$ cat src/design/krle_pkg.sv
// Shared types and constants for the key repeat and long-press engine.
package krle_pkg;

    localparam int NUM_KEYS_DEF    = 4;
    localparam int TIMER_WIDTH_DEF = 32;
    localparam int KEY_W           = 2;
    localparam int CFG_W           = 32;
    localparam int TICK_W          = 32;
    localparam int ADDR_W          = 4;

    localparam logic [CFG_W-1:0] REPEAT_RESET  = 32'd100000000;
    localparam logic [CFG_W-1:0] LONG_RESET    = 32'd500000000;
    localparam logic [CFG_W-1:0] GUARD_RESET   = 32'd10000000;

    localparam logic [1:0] REG_REPEAT = 2'd0;
    localparam logic [1:0] REG_LONG   = 2'd1;
    localparam logic [1:0] REG_GUARD  = 2'd2;

    localparam int KEY_VDOWN = 0;
    localparam int KEY_VUP   = 1;
    localparam int KEY_POWER = 2;
    localparam int KEY_SPEC  = 3;

    typedef logic [2:0] ev_code_t;

    localparam ev_code_t EV_DOWN   = 3'd0;
    localparam ev_code_t EV_UP     = 3'd1;
    localparam ev_code_t EV_ENTER  = 3'd2;
    localparam ev_code_t EV_ESCAPE = 3'd3;
    localparam ev_code_t EV_RIGHT  = 3'd4;
    localparam ev_code_t EV_LEFT   = 3'd5;

    typedef struct packed {
        logic [CFG_W-1:0] repeat_ns;
        logic [CFG_W-1:0] long_ns;
        logic [CFG_W-1:0] guard_ns;
    } cfg_t;

    typedef struct packed {
        logic     valid;
        ev_code_t code;
    } lane_event_t;

    function automatic ev_code_t own_code(input int key);
        ev_code_t c;
        case (key)
            KEY_VDOWN: c = EV_DOWN;
            KEY_VUP:   c = EV_UP;
            KEY_POWER: c = EV_ENTER;
            default:   c = EV_ESCAPE;
        endcase
        return c;
    endfunction

endpackage

$ cat src/design/krle_lane.sv
// One key lane: saturating hold timer and press, repeat and release machine.
module krle_lane
    import krle_pkg::*;
#(
    parameter int KEY_IDX     = 0,
    parameter int TIMER_WIDTH = TIMER_WIDTH_DEF
)
(
    input  logic              clk,
    input  logic              rst_n,
    input  logic              accept,
    input  logic              pressed,
    input  logic [TICK_W-1:0] tick,
    input  cfg_t              cfg,
    input  logic              raw_power,
    input  logic              raw_vdown,
    input  logic              raw_vup,
    output lane_event_t       ev
);

    localparam int CW = (TIMER_WIDTH > TICK_W) ? TIMER_WIDTH : TICK_W;
    localparam logic [CW:0] TMAX = {{(CW + 1 - TIMER_WIDTH){1'b0}}, {TIMER_WIDTH{1'b1}}};

    typedef enum logic [1:0] {
        PH_RELEASED = 2'd0,
        PH_PRESSED  = 2'd1,
        PH_PENDING  = 2'd2
    } phase_t;

    phase_t                 phase_reg, phase_next;
    logic [TIMER_WIDTH-1:0] timer_reg, timer_next;
    logic                   rep_reg, rep_next;
    logic                   lp_reg, lp_next;

    logic [CW:0]            sum;
    logic [TIMER_WIDTH-1:0] sat;
    logic                   ge_rep, ge_long, ge_guard;

    always_comb
    begin
        sum = (CW + 1)'(timer_reg) + (CW + 1)'(tick);
        sat = (sum > TMAX) ? TIMER_WIDTH'(TMAX) : sum[TIMER_WIDTH-1:0];
        ge_rep   = CW'(sat) >= CW'(cfg.repeat_ns);
        ge_long  = CW'(sat) >= CW'(cfg.long_ns);
        ge_guard = CW'(sat) >= CW'(cfg.guard_ns);
    end

    always_comb
    begin
        phase_next = phase_reg;
        timer_next = sat;
        rep_next   = rep_reg;
        lp_next    = lp_reg;
        ev.valid   = 1'b0;
        ev.code    = own_code(KEY_IDX);
        unique case (phase_reg)
            PH_RELEASED:
            begin
                if (pressed)
                begin
                    timer_next = '0;
                    phase_next = PH_PRESSED;
                end
            end
            PH_PRESSED:
            begin
                if (pressed)
                begin
                    if (rep_reg && ge_rep)
                    begin
                        ev.valid   = 1'b1;
                        timer_next = '0;
                    end
                    else if (!lp_reg && ge_long)
                    begin
                        if (KEY_IDX == KEY_POWER)
                        begin
                            ev.valid = 1'b1;
                            if (raw_vdown)
                                ev.code = EV_RIGHT;
                            else if (raw_vup)
                                ev.code = EV_LEFT;
                            else
                                ev.code = EV_ESCAPE;
                        end
                        else if (!raw_power)
                        begin
                            ev.valid   = 1'b1;
                            timer_next = '0;
                            rep_next   = 1'b1;
                        end
                        lp_next = 1'b1;
                    end
                end
                else
                begin
                    if (!lp_reg)
                    begin
                        ev.valid   = 1'b1;
                        phase_next = PH_PENDING;
                    end
                    else if (ge_guard)
                    begin
                        timer_next = '0;
                        rep_next   = 1'b0;
                        lp_next    = 1'b0;
                        phase_next = PH_RELEASED;
                    end
                end
            end
            default:
            begin
                timer_next = '0;
                rep_next   = 1'b0;
                lp_next    = 1'b0;
                phase_next = PH_RELEASED;
            end
        endcase
    end

    always_ff @(posedge clk or negedge rst_n)
    begin
        if (!rst_n)
        begin
            phase_reg <= PH_RELEASED;
            timer_reg <= '0;
            rep_reg   <= 1'b0;
            lp_reg    <= 1'b0;
        end
        else if (accept)
        begin
            phase_reg <= phase_next;
            timer_reg <= timer_next;
            rep_reg   <= rep_next;
            lp_reg    <= lp_next;
        end
    end

endmodule

$ cat src/design/krle_merge.sv
// Event merge stage: holds the events of one tick and sends them in key order.
module krle_merge
    import krle_pkg::*;
#(
    parameter int NUM_KEYS = NUM_KEYS_DEF
)
(
    input  logic             clk,
    input  logic             rst_n,
    input  logic             load,
    input  lane_event_t      ev [NUM_KEYS],
    input  logic             out_stall,
    output logic             out_valid,
    output ev_code_t         event_code,
    output logic [KEY_W-1:0] source_key,
    output logic             last_event,
    output logic             can_accept
);

    logic [NUM_KEYS-1:0] valid_reg, valid_next;
    ev_code_t            code_reg [NUM_KEYS];
    logic [KEY_W-1:0]    sel;
    logic [NUM_KEYS-1:0] sel_bit;
    logic                out_fire;

    always_comb
    begin
        sel = '0;
        for (int k = NUM_KEYS - 1; k >= 0; k--)
        begin
            if (valid_reg[k])
                sel = KEY_W'(k);
        end
        sel_bit    = NUM_KEYS'(1) << sel;
        out_valid  = |valid_reg;
        event_code = code_reg[sel];
        source_key = sel;
        last_event = (valid_reg & ~sel_bit) == '0;
        out_fire   = out_valid && !out_stall;
        can_accept = !out_valid || (out_fire && last_event);
        valid_next = valid_reg;
        if (out_fire)
            valid_next = valid_reg & ~sel_bit;
        if (load)
        begin
            for (int k = 0; k < NUM_KEYS; k++)
                valid_next[k] = ev[k].valid;
        end
    end

    always_ff @(posedge clk or negedge rst_n)
    begin
        if (!rst_n)
            valid_reg <= '0;
        else
            valid_reg <= valid_next;
    end

    always_ff @(posedge clk)
    begin
        if (load)
        begin
            for (int k = 0; k < NUM_KEYS; k++)
                code_reg[k] <= ev[k].code;
        end
    end

endmodule

$ cat src/design/key_repeat_longpress_engine_core.sv
// Top level of the key repeat and long-press engine: config registers, key lanes, merge.
//
// Channel   Direction  Handshake            Payload
// input     in         in_valid / in_stall  key_pressed_mask, tick_ns
// output    out        out_valid/out_stall  event_code, source_key, last_event
// config    in         APB write/read       paddr, pwdata, prdata
//
// All key lanes update in the cycle a tick item is accepted; their events land in the
// merge stage, which sends one event item per cycle in key order while out_stall is low.
// A tick yields at most NUM_KEYS events; a tick with none leaves the merge stage empty.
// The next tick is accepted in the cycle its predecessor's last event leaves.
// Reset clears all key state and loads the register defaults.
// A stalled output holds its event and the input stalls until the last event leaves.
module key_repeat_longpress_engine_core
    import krle_pkg::*;
#(
    parameter int NUM_KEYS    = NUM_KEYS_DEF,
    parameter int TIMER_WIDTH = TIMER_WIDTH_DEF
)
(
    input  logic              clk,
    input  logic              rst_n,
    input  logic              psel,
    input  logic              penable,
    input  logic              pwrite,
    input  logic [ADDR_W-1:0] paddr,
    input  logic [CFG_W-1:0]  pwdata,
    output logic [CFG_W-1:0]  prdata,
    output logic              pready,
    input  logic              in_valid,
    output logic              in_stall,
    input  logic [3:0]        key_pressed_mask,
    input  logic [TICK_W-1:0] tick_ns,
    output logic              out_valid,
    input  logic              out_stall,
    output ev_code_t          event_code,
    output logic [KEY_W-1:0]  source_key,
    output logic              last_event
);

    cfg_t        cfg_reg;
    logic        raw_power_reg;
    logic        can_accept;
    logic        in_fire;
    logic        out_fire;
    logic        cfg_write;
    logic [1:0]  cfg_idx;
    lane_event_t lane_ev [NUM_KEYS];

    assign pready    = 1'b1;
    assign cfg_idx   = paddr[3:2];
    assign cfg_write = psel && penable && pwrite && pready;
    assign in_stall  = !can_accept;
    assign in_fire   = in_valid && can_accept;
    assign out_fire  = out_valid && !out_stall;

    always_comb
    begin
        unique case (cfg_idx)
            REG_REPEAT: prdata = cfg_reg.repeat_ns;
            REG_LONG:   prdata = cfg_reg.long_ns;
            REG_GUARD:  prdata = cfg_reg.guard_ns;
            default:    prdata = '0;
        endcase
    end

    always_ff @(posedge clk or negedge rst_n)
    begin
        if (!rst_n)
        begin
            cfg_reg.repeat_ns <= REPEAT_RESET;
            cfg_reg.long_ns   <= LONG_RESET;
            cfg_reg.guard_ns  <= GUARD_RESET;
        end
        else if (cfg_write)
        begin
            unique case (cfg_idx)
                REG_REPEAT: cfg_reg.repeat_ns <= pwdata;
                REG_LONG:   cfg_reg.long_ns   <= pwdata;
                REG_GUARD:  cfg_reg.guard_ns  <= pwdata;
                default:    ;
            endcase
        end
    end

    always_ff @(posedge clk or negedge rst_n)
    begin
        if (!rst_n)
            raw_power_reg <= 1'b0;
        else if (in_fire)
            raw_power_reg <= key_pressed_mask[KEY_POWER];
    end

    // Volume keys see the power bit of the previous tick, the special key this tick's.
    for (genvar k = 0; k < NUM_KEYS; k++)
    begin : g_lane
        krle_lane #(
            .KEY_IDX     (k),
            .TIMER_WIDTH (TIMER_WIDTH)
        ) u_lane (
            .clk       (clk),
            .rst_n     (rst_n),
            .accept    (in_fire),
            .pressed   (key_pressed_mask[k]),
            .tick      (tick_ns),
            .cfg       (cfg_reg),
            .raw_power ((k == KEY_SPEC) ? key_pressed_mask[KEY_POWER] : raw_power_reg),
            .raw_vdown (key_pressed_mask[KEY_VDOWN]),
            .raw_vup   (key_pressed_mask[KEY_VUP]),
            .ev        (lane_ev[k])
        );
    end

    krle_merge #(
        .NUM_KEYS (NUM_KEYS)
    ) u_merge (
        .clk        (clk),
        .rst_n      (rst_n),
        .load       (in_fire),
        .ev         (lane_ev),
        .out_stall  (out_stall),
        .out_valid  (out_valid),
        .event_code (event_code),
        .source_key (source_key),
        .last_event (last_event),
        .can_accept (can_accept)
    );

    // A new tick is taken only once every pending event is gone or leaving.
    a_accept_when_drained: assert property (@(posedge clk) disable iff (!rst_n)
        in_fire |-> (!out_valid || (out_fire && last_event)))
        else $error("tick accepted while events were still pending");

    // After the last event of a tick leaves, nothing remains unless a new tick came in.
    a_empty_after_last: assert property (@(posedge clk) disable iff (!rst_n)
        (out_fire && last_event && !in_fire) |=> !out_valid)
        else $error("event left over after last event");

    // Events of one tick leave in rising key order with no gap in the stream.
    a_key_order: assert property (@(posedge clk) disable iff (!rst_n)
        (out_fire && !last_event) |=> (out_valid && (source_key > $past(source_key))))
        else $error("events of a tick out of key order");

endmodule
$ cat config.mk
export PLATFORM = sky130hd
export DESIGN_NAME = key_repeat_longpress_engine_core
export DESIGN_NICKNAME = d
export VERILOG_FILES = /design/src/design/krle_pkg.sv /design/src/design/krle_lane.sv /design/src/design/krle_merge.sv /design/src/design/key_repeat_longpress_engine_core.sv
export SDC_FILE = /design/constraint.sdc
export NUM_CORES = 1
export LEC_CHECK = 0
export BUFFER_PORTS_ARGS = -buffer_cell sky130_fd_sc_hd__buf_2
export CAP_MARGIN = 20
export CORE_MARGIN = 1.5
export CORE_UTILIZATION = 50
export DETAILED_ROUTE_END_ITERATION = 6
export PLACE_DENSITY = 0.66
export REMOVE_ABC_BUFFERS = 1
export SKIP_LAST_GASP = 1
export SYNTH_ARGS = -nofsm -noshare
export SYNTH_HDL_FRONTEND = slang
export SYNTH_SLANG_ARGS = --single-unit
$ cat constraint.sdc
create_clock -name clk -period 14.41 [get_ports clk]
set_input_delay 0 -clock clk [delete_from_list [all_inputs] [get_ports clk]]
set_output_delay 0 -clock clk [all_outputs]
set_load 0.005 [all_outputs]
# After elaboration in Yosys (flattened, before gate mapping)
# Memory sizes are Yosys's and may differ from the RTL's.
# Index checks and enable logic that the tools add are counted.
dict set report totals {
  ff_bits 245
  mem_bits_rw 12
  input_bits 79
  out_inout_bits 41
  memories 1
}
# name words width read_ports rd_ports_with_merged_regs wr line
set mem_list {}
lappend mem_list {u_merge.code_reg 4 3 1 0 4 krle_merge.sv:21} ;# ev_code_t code_reg [NUM_KEYS];
dict set report classes {
  add_sub_neg 4
  n_lt_le_gt_ge 16
  n_eq_ne 37
  shift 1
  n_mux 137
  bitwise_logic 6
  reduce_logical 44
}
# cell count
set op_table {}
lappend op_table {{$mux W32} 30}
lappend op_table {{$ge A32 B32 Y1} 12}
lappend op_table {{$pmux W32 S2} 4}
lappend op_table {{$add A32 B32 Y33} 4}
lappend op_table {{$gt A33 B32 Y1 const B} 4}
lappend op_table {{$pmux W32 S3} 1}
lappend op_table {{$mux W1} 62}
lappend op_table {{$mux W2} 20}
lappend op_table {{$ne A3 B3 Y1 const B} 11}
lappend op_table {{$reduce_and A4 Y1} 8}
lappend op_table {{$ne A3 B2 Y1 const B} 10}
lappend op_table {{$reduce_and A7 Y1} 3}
lappend op_table {{$mux W4} 4}
lappend op_table {{$ne A2 B2 Y1 const B} 8}
lappend op_table {{$pmux W1 S2} 8}
lappend op_table {{$pmux W2 S2} 4}
lappend op_table {{$logic_and A1 B1 Y1} 13}
lappend op_table {{$mux W3} 4}
lappend op_table {{$eq A2 B1 Y1 const B} 5}
lappend op_table {{$logic_not A2 Y1} 5}
lappend op_table {{$logic_not A1 Y1} 7}
lappend op_table {{$reduce_and A2 Y1} 3}
lappend op_table {{$reduce_and A5 Y1} 1}
lappend op_table {{$and A4 B4 Y4} 1}
lappend op_table {{other kinds (9)} 13}

# Longest topological paths before layout
# Gate-level depths: netlist of the first run.
dict set report depth {
  depth_word 13
  ltp_mapped 25
  depth_no_buf 22
}

# By module
# Synthesis of the first run repeated with hierarchy kept, for this count alone.
dict set report unflattened {
  hier_cells 3375
  hier_area_um2 28481.1
}
# module n_inst cells_each area_each_um2 seq_area_each_um2
set modules_own_cells {}
lappend modules_own_cells {{krle_lane at g_lane[0].u_lane} 1 778 6169.7 900.9}
lappend modules_own_cells {{krle_lane at g_lane[3].u_lane} 1 809 6149.6 900.9}
lappend modules_own_cells {{krle_lane at g_lane[1].u_lane} 1 792 6062.1 900.9}
lappend modules_own_cells {{krle_lane at g_lane[2].u_lane} 1 616 4877.2 875.8}
lappend modules_own_cells {key_repeat_longpress_engine_core 1 320 4460.5 2468.6}
lappend modules_own_cells {krle_merge 1 60 762.0 460.4}

# Least setup slack after synthesis of the first run
# Ideal clock, no wire load.
dict set report synth_path {
  path_kind {register to register}
  start {register g_lane[1].u_lane.timer_reg[0]}
  end {register g_lane[1].u_lane.timer_reg[19]}
  setup_ns 0.066
  arrival_time_ns 4.806
  required_ns 14.344
  path_slack_ns 9.537
  stages_incl_launch_ff 26
  synth_period_minus_slack_ns 4.873
  path_cell_list {dfrtp_1 -> ha_1 -> inv_1 -> fa_1 -> and2b_2 -> o31a_2 -> o22ai_2 -> a311o_2 -> a31oi_4 -> a32oi_2 -> a21o_1 -> buf_4 -> buf_6 -> nand2_1 -> ha_1 -> a21o_1 -> a21o_1 -> a221oi_1 -> o211ai_1 -> a211o_1 -> a21oi_1 -> o211ai_1 -> o21ai_1 -> buf_2 -> buf_2 -> a22o_1}
}
dict set report synth_via {
  elab_chain_len 9
  word_cells_on_any_way 16
  classes_between {add/sub: 1; order compare: 4; mux: 9; reduce/logical: 2}
}
# item line
set synth_lines {}
lappend synth_lines {{start, declared} krle_lane.sv:31} ;# logic [TIMER_WIDTH-1:0] timer_reg, timer_next;
lappend synth_lines {{start signal, assigned} krle_lane.sv:133} ;# timer_reg <= timer_next;
lappend synth_lines {{$add A32 B32 Y33 (*)} krle_lane.sv:41} ;# sum = (CW + 1)'(timer_reg) + (CW + 1)'(tick);
lappend synth_lines {{$gt A33 B32 Y1} krle_lane.sv:42} ;# sat = (sum > TMAX) ? TIMER_WIDTH'(TMAX) : sum[TIMER_WIDTH-1:0];
lappend synth_lines {{$mux W32 (*)} krle_lane.sv:42}
lappend synth_lines {{$ge A32 B32 Y1} krle_lane.sv:44} ;# ge_long = CW'(sat) >= CW'(cfg.long_ns);
lappend synth_lines {{$logic_and A1 B1 Y1} krle_lane.sv:74} ;# else if (!lp_reg && ge_long)
lappend synth_lines {{$mux W32} krle_lane.sv:74}
lappend synth_lines {{$mux W32} krle_lane.sv:69} ;# if (rep_reg && ge_rep)
lappend synth_lines {{$mux W32} krle_lane.sv:67} ;# if (pressed)
lappend synth_lines {{$pmux W32 S2 (*)} krle_lane.sv:56} ;# unique case (phase_reg)
# Mark *: on every way between the ends. The rest lies on a longest branch, timed or not.
# A chain may end at the register's enable or synchronous reset.

# Worst setup path in the final report of the first run
dict set report layout_path {
  start {register g_lane[2].u_lane.timer_reg[0]}
  end {register g_lane[2].u_lane.timer_reg[26]}
}
dict set report layout_via {
  elab_chain_len 8
  word_cells_on_any_way 12
  classes_between {add/sub: 1; order compare: 3; mux: 7; reduce/logical: 1}
}
# item line
set layout_lines {}
lappend layout_lines {{start, declared} krle_lane.sv:31}
lappend layout_lines {{start signal, assigned} krle_lane.sv:133}
lappend layout_lines {{$add A32 B32 Y33 (*)} krle_lane.sv:41}
lappend layout_lines {{$gt A33 B32 Y1} krle_lane.sv:42}
lappend layout_lines {{$mux W32 (*)} krle_lane.sv:42}
lappend layout_lines {{$ge A32 B32 Y1, on equally long branches} {krle_lane.sv:45, krle_lane.sv:43}}
lappend layout_lines {{$mux W32 / $logic_and A1 B1 Y1 (equally long branches)} {krle_lane.sv:102, krle_lane.sv:69}}
lappend layout_lines {{$mux W32, on equally long branches} {krle_lane.sv:97, krle_lane.sv:69}}
lappend layout_lines {{$mux W32} krle_lane.sv:67}
lappend layout_lines {{$pmux W32 S2 (*)} krle_lane.sv:56}
# Marked as above.

==> results of run 1 <==
[stage by stage]
stage	setup slack [ns]	cell area, sq um	total power, W
floorplan	8.63	24800	0.00497
CTS	7.45	28000	0.00766
detailed placement	7.51	26500	0.00675
finish	7.42	28000	0.00781
global route	7.11	28000	0.00846
global placement	7.64	26500	0.00656
[logic make-up (layout without fill, tap and decap cells)]
group | Yosys count | in the layout
AO/OA/AOI/OAI | 1006 | 1006
multiplexers | 70 | 70
adder cells (fa/ha/maj) | 485 | 485
flip-flops | 247 | 247
AND/OR/NAND/NOR | 763 | 763
other | 1 | 1
XOR/XNOR | 93 | 93
buffers and inverters | 252 | 402
[how the worst max path moves through the flow]
stage	end	slack (ns)	depth (start not counted)
floorplan	g_lane[3].u_lane.timer_reg[10]$_DFFE_PN0P_	8.63	20
global placement	g_lane[2].u_lane.timer_reg[27]$_DFFE_PN0P_	7.64	23
detailed placement	g_lane[2].u_lane.timer_reg[12]$_DFFE_PN0P_	7.51	23
CTS	g_lane[2].u_lane.timer_reg[27]$_DFFE_PN0P_	7.45	23
global route	g_lane[0].u_lane.timer_reg[24]$_DFFE_PN0P_	7.11	22
finish	g_lane[2].u_lane.timer_reg[26]$_DFFE_PN0P_	7.42	23
[power groups by stage]
stage	Combinational, W	Sequential, W	Clock, W
2_1_floorplan	0.00388	0.00109	0
3_3_place_gp	0.00543	0.00113	0
5_1_grt	0.00639	0.00116	0.000899
4_1_cts	0.00566	0.00113	0.000871
6_report	0.00581	0.00113	0.000860
3_5_place_dp	0.00561	0.00114	0
[layer usage]
metal	track usage	up-vias	routed length [um]
li1	-	11200	-
met1	0.489	11700	40600
met2	0.512	857	37800
met3	0.0448	127	6250
met4	0.105	0	2700
met5	0	-	0
[worst register-to-register path, cell delays in order, from the launching register on]
cell      delay, ns
dfrtp_1        0.38
ha_1           0.22
inv_1          0.08
fa_1           0.18
nor2b_1        0.08
o31a_1         0.28
o31ai_2        0.29
a31oi_1        0.25
a21oi_2        0.37
o21ba_2        0.24
o21a_1         0.35
buf_4          0.35
nand2b_1       0.25
ha_1           0.37
and4_1         0.23
nand4_1        0.10
o21ai_0        0.14
o21ai_0        0.16
a211oi_1       0.83
o211ai_1       0.25
o311ai_1       0.32
buf_4          0.28
inv_1          0.48
a22o_1         0.37
[Yosys cell counts (29+ instances only)]
master and n:
a211oi_1 44, a21o_1 125, a21oi_1 220, a22o_1 117, clkbuf_1 65, dfrtp_1 211
dfstp_2 33, ha_1 480, inv_1 155, mux2_2 35, mux2i_1 35, nand2_1 333
nand3_1 51, nand4_1 63, nor2_1 115, nor2b_1 29, nor3_1 40, o21a_1 37
o21ai_0 252, xnor2_1 59, xor2_1 34
[area by class of cell]
| cell class | instances | share of cell area |
|---|---|---|
| inverters | 157 | 0.0211 |
| clock inverters | 13 | 0.00514 |
| well taps | 672 | 0.0301 |
| flip-flops and latches | 247 | 0.223 |
| repair buffers | 187 | 0.0437 |
| multi-input cells | 2418 | 0.643 |
| clock buffers | 45 | 0.0344 |
[repair_timing]
item / 4_1_cts / 5_1_grt
resized for setup: 0 / 0
hold buffers: 39 / 0
endpoints found under the hold margin: 185 / 0
==> flow_metrics.py, run 1 <==
metrics = {
    "outcome": {
        "outcome": "finished with violations",
        "violations": "negative hold slack",
    },
    "run": {
        "max_cap_violations": 0,
    },
    "die": {
        "fp.dieH_um": 227,
        "start_util": 0.504,
        "ioPinCount": 120,
        "fp.dieW_um": 227,
        "die-area_sq_mm": 0.0518,
        "core_area_sq_mm": 0.0500,
        "num_rows": 82,
    },
    "detailed_routing": {
        "antenna_left": 0,
        "wl_mm": 87.3,
        "drc": 0,
        "drt-wirelength-per-cell_um": 23.4,
        "drt_iter0_drc": 2036,
        "via_per_inst": 6.38,
        "first_pass_iters": 5,
        "vias": 23900,
    },
    "clock_tree": {
        "cts_tree": "done",
        "cts_root_buf": "clkbuf_16",
        "cts_made_buffers": 34,
        "clkSinkCount": 247,
        "htreeDepth": 2,
        "clkSlewWorstSetupHoldPaths_ns": 0.05,
        "cts_setup_buffers": 0,
        "clockBufferDepth": 3,
        "clk_latency_ns": 0.56,
    },
    "sta": {
        "period_share": 0.485,
        "min_period_ns": 6.99,
        "timing.slew.headroom": 0.197,
        "timing.hold.ws_ns": -0.0245,
        "setup_violations": 0,
        "finalSetupTns_ns": 0,
        "tightest_slew_ns": 1.19,
        "rsz0062_at_grt": "no",
        "skew_ns": 0.0253,
        "clock.fmax_mhz": 143,
        "slew_viol_final": 0,
        "hold_viol": 5,
    },
    "power_and_ir_drop": {
        "p_seq_frac": 0.145,
        "leakage_nw": 13.5,
        "combPwrFrac": 0.745,
        "p_int_w": 0.00367,
        "power_density_mw_per_mm2": 279,
        "p_sw_w": 0.00414,
        "clock_power_share": 0.110,
        "ir_drop_mv": 0.100,
        "swShare": 0.531,
    },
    "setup_path": {
        "worst-r2r-setup-slack_ns": 7.42,
        "critPathTopFamily": "compound AO/OA/AOI/OAI gates",
        "crit_chain": "ha_1 -> inv_1 -> fa_1 -> nor2b_1 -> o31a_1 -> o31ai_2 -> a31oi_1 -> a21oi_2 -> o21ba_2 -> o21a_1 -> buf_4 -> nand2b_1 -> ha_1 -> and4_1 -> nand4_1 -> o21ai_0 -> o21ai_0 -> a211oi_1 -> o211ai_1 -> o311ai_1 -> buf_4 -> inv_1 -> a22o_1",
        "critPathMaxFanout": 29,
        "reg2reg_from": "g_lane[2].u_lane.timer_reg[0]$_DFFE_PN0P_",
        "r2r-end": "g_lane[2].u_lane.timer_reg[26]$_DFFE_PN0P_",
        "cp_num_buf_inv": 4,
        "cp_slowest_cell": "a211oi_1",
        "startpoint": "g_lane[2].u_lane.timer_reg[0]$_DFFE_PN0P_",
        "end_kind": "flip-flop",
        "start_kind": "flip-flop",
        "cp.arrival_ns": 7.42,
        "timing_worst_setup_path_type": "reg2reg",
        "cpPeakStageDelay_ns": 0.83,
        "crit_required_ns": 14.84,
        "reg2reg_depth": 23,
    },
    "final_layout": {
        "diodes": 0,
        "largest_reg_flops": 128,
        "regArea_sq_mm": 0.00624,
        "mostFrequentLayoutCell": "ha_1",
        "area.growth.synth_to_final_pct": 11.0,
        "final_cell_mix": "ha_1 (480), nand2_1 (332), o21ai_0 (252)",
        "multi_input_area_sq_mm": 0.0180,
        "final_cells": 3739,
        "drive_above_1_share": 0.101,
        "utilization": 0.560,
        "fillers": 4556,
        "layout.nets": 3608,
    },
    "global_routing": {
        "grt_pass1_wl_mm": 131,
        "gr-total-overflow": 0,
        "grt_use_total": 0.336,
        "grt_max_degree": 90,
        "grt_antenna_before_repair": 0,
        "grt_pass1_vias": 22600,
    },
    "placement": {
        "io_buffers": 116,
        "dpl.hpwl_mm": 69.2,
        "placedCellCount": 3642,
        "routabilityCongestion": 1.02,
    },
    "logic_synthesis": {
        "yosysTopAreaCellShare": 0.238,
        "netlist_instances": 2917,
        "muxShareOfSynthArea": 0.0295,
        "synthAdderAreaFrac": 0.242,
        "synth-compound-area-share": 0.265,
        "ys_seq_elements": 247,
        "synthArstFlopShare": 0.988,
        "synth.yosys.seq_area_share": 0.248,
        "synthTopCellsByArea": "ha_1 (24%), dfrtp_1 (21%), o21ai_0 (5.0%), nand2_1 (5.0%), a21oi_1 (4.4%)",
        "syn_area_per_cell_sq_um": 8.64,
        "synthSimpleGateAreaFrac": 0.144,
        "synth_xor_area_frac": 0.0323,
        "synth_top_family_by_area": "compound AO/OA/AOI/OAI gates",
        "netlist_area_sq_mm": 0.0252,
        "synth_flop_cell": "dfrtp_1",
        "synth_edf_count": 3,
        "yosys_warnings": 0,
        "ys_types": 100,
        "yosys.area.top_type": "ha_1",
    },
    "min_path": {
        "hold_class": "in2async",
    },
}
No activity file was read; power rests on OpenSTA's default activity.
==> inputs of run 2 (changes only) <==
==> constraint.sdc (replaced) <==
create_clock -name clk -period 7 [get_ports clk]
set_input_delay 0 -clock clk [delete_from_list [all_inputs] [get_ports clk]]
set_output_delay 0 -clock clk [all_outputs]
set_load 0.005 [all_outputs]
==> run 2 against run 1 <==
Net effect:
- the flow now finishes without violations
- sequential share of layout area down 0.35 points
- routed wire length increased by 4.6%
- critical path depth down 3
- non-clock buffer count increased by 38
- setup slack got worse by 7.2 ns
- design area rose by 1.6%
- sequential cell count unchanged
- die area did not move
- first-iteration DRC count fell by 0.74%
- count of clock-buffer cells in the layout increased by 3
- highest routed layer unchanged
==> flow_metrics.py, run 2 (synthesis gave the netlist of run 1 again) <==
metrics = {
    "min_path": {
        "hold_class": "in2async",
    },
    "global_routing": {
        "gr-total-overflow": 0,
        "grt_use_total": 0.352,
        "grt_pass1_vias": 22900,
        "grt_max_degree": 158,
        "grt_antenna_before_repair": 0,
        "grt_pass1_wl_mm": 136,
    },
    "detailed_routing": {
        "vias": 24200,
        "wl_mm": 91.4,
        "first_pass_iters": 6,
        "via_per_inst": 6.40,
        "drt-wirelength-per-cell_um": 24.2,
        "drt_iter0_drc": 2021,
        "antenna_left": 0,
        "drc": 0,
    },
    "placement": {
        "routabilityCongestion": 1.01,
        "placedCellCount": 3679,
        "dpl.hpwl_mm": 72.5,
        "io_buffers": 116,
    },
    "setup_path": {
        "cp.arrival_ns": 7.26,
        "start_kind": "flip-flop",
        "end_kind": "flip-flop",
        "critPathMaxFanout": 29,
        "timing_worst_setup_path_type": "reg2reg",
        "crit_required_ns": 7.50,
    },
    "final_layout": {
        "final_cell_mix": "ha_1 (480), nand2_1 (332), o21ai_0 (252)",
        "largest_reg_flops": 128,
        "final_cells": 3781,
        "diodes": 0,
        "mostFrequentLayoutCell": "ha_1",
        "drive_above_1_share": 0.113,
        "layout.nets": 3646,
        "area.growth.synth_to_final_pct": 12.8,
        "utilization": 0.569,
        "fillers": 4533,
    },
    "sta": {
        "slew_viol_final": 0,
        "rsz0062_at_grt": "no",
        "clock.fmax_mhz": 148,
        "hold_viol": 0,
        "tightest_slew_ns": 1.26,
        "finalSetupTns_ns": 0,
        "period_share": 0.967,
        "setup_violations": 0,
        "timing.slew.headroom": 0.152,
        "skew_ns": 0.0363,
        "min_period_ns": 6.77,
    },
    "die": {
        "fp.dieH_um": 227,
        "core_area_sq_mm": 0.0500,
        "start_util": 0.504,
        "ioPinCount": 120,
        "num_rows": 82,
        "fp.dieW_um": 227,
        "die-area_sq_mm": 0.0518,
    },
    "clock_tree": {
        "cts_made_buffers": 34,
        "clkSlewWorstSetupHoldPaths_ns": 0.06,
        "cts_tree": "done",
        "clkSinkCount": 247,
        "htreeDepth": 2,
        "cts_root_buf": "clkbuf_16",
        "clk_latency_ns": 0.57,
        "cts_setup_buffers": 0,
        "clockBufferDepth": 3,
    },
    "outcome": {
        "outcome": "complete, no violations",
    },
    "run": {
        "max_cap_violations": 0,
    },
}
## run 2: cell count changes in the layout (fill, tap and decap cells not counted), sizes merged
cell	delta
clkbuf	+4
clkinvlp	-1
buf	+37
inv	-2
bufinv	+2
clkinv	+2
## run 2: final cells by class
| type | instances | area (sq um) | share of cell area |
|---|---|---|---|
| Clock buffer | 48 | 1000 | 0.0354 |
| Clock inverter | 14 | 196 | 0.00691 |
| Inverter | 157 | 589 | 0.0207 |
| Multi-Input combinational cell | 2418 | 18000 | 0.633 |
| Sequential cell | 247 | 6240 | 0.220 |
| Tap cell | 672 | 841 | 0.0296 |
| Timing Repair Buffer | 225 | 1570 | 0.0552 |
## run 2: metrics by stage
step	cell area (sq um)	hold slack (ns)	setup WS, ns
floorplan	24800	-0.296	1.22
global placement	26800	0.0415	0.347
detailed placement	26800	0.0504	0.280
CTS	28400	0.0497	0.236
global route	28400	0.0874	0.160
finish	28400	0.0169	0.233
## run 2: routing by layer
metal / GRT usage / wire [um] / vias up
met5: 0 / 0 / -
met4: 0.107 / 2840 / 0
met3: 0.0808 / 8390 / 160
met2: 0.525 / 38500 / 999
met1: 0.502 / 41700 / 11700
li1: - / - / 11300
## run 2: final timing paths
check                                                     startpoint                                         end  slack (ns)  cells past startpoint
setup / recovery           g_lane[3].u_lane.timer_reg[0]$_DFFE_PN0P_  g_lane[3].u_lane.timer_reg[12]$_DFFE_PN0P_        0.23                     20
setup reg to reg           g_lane[3].u_lane.timer_reg[0]$_DFFE_PN0P_  g_lane[3].u_lane.timer_reg[12]$_DFFE_PN0P_        0.23                     20
hold / removal                                                 rst_n   g_lane[2].u_lane.timer_reg[6]$_DFFE_PN0P_        0.02                      2
max in group asynchronous                                      rst_n                     cfg_reg[63]$_DFFE_PN0P_        5.57                      3
hold reg to reg            g_lane[2].u_lane.timer_reg[0]$_DFFE_PN0P_   g_lane[2].u_lane.timer_reg[0]$_DFFE_PN0P_        0.50                      2
min in group clk                                          tick_ns[0]   g_lane[3].u_lane.timer_reg[0]$_DFFE_PN0P_        0.16                      4
## run 2: what timing repair did
action	in CTS	in global routing
endpoints found under the setup margin	0	31
resized for setup	0	1
hold buffers	39	0
hold endpoints to repair	205	0
## run 2: critical path: stages, from the launching register on
cell and delay, ns:
dfrtp_1 0.38, ha_1 0.23, inv_1 0.08, fa_1 0.19
nor2b_1 0.08, o31a_1 0.29, o211a_1 0.28, nor2_1 0.32
o211ai_1 0.27, a21oi_1 0.31, o21a_2 0.40, o21ai_0 0.47
ha_1 0.39, a22o_1 0.20, a2111oi_0 0.73, o21ai_0 0.42
a211oi_1 0.58, nand3_1 0.24, o2bb2ai_2 0.25, buf_4 0.37
a22o_1 0.19
Power of run 2 is not shown: default switching activity piles up to over one toggle a cycle in this logic, so the estimate is an artifact.
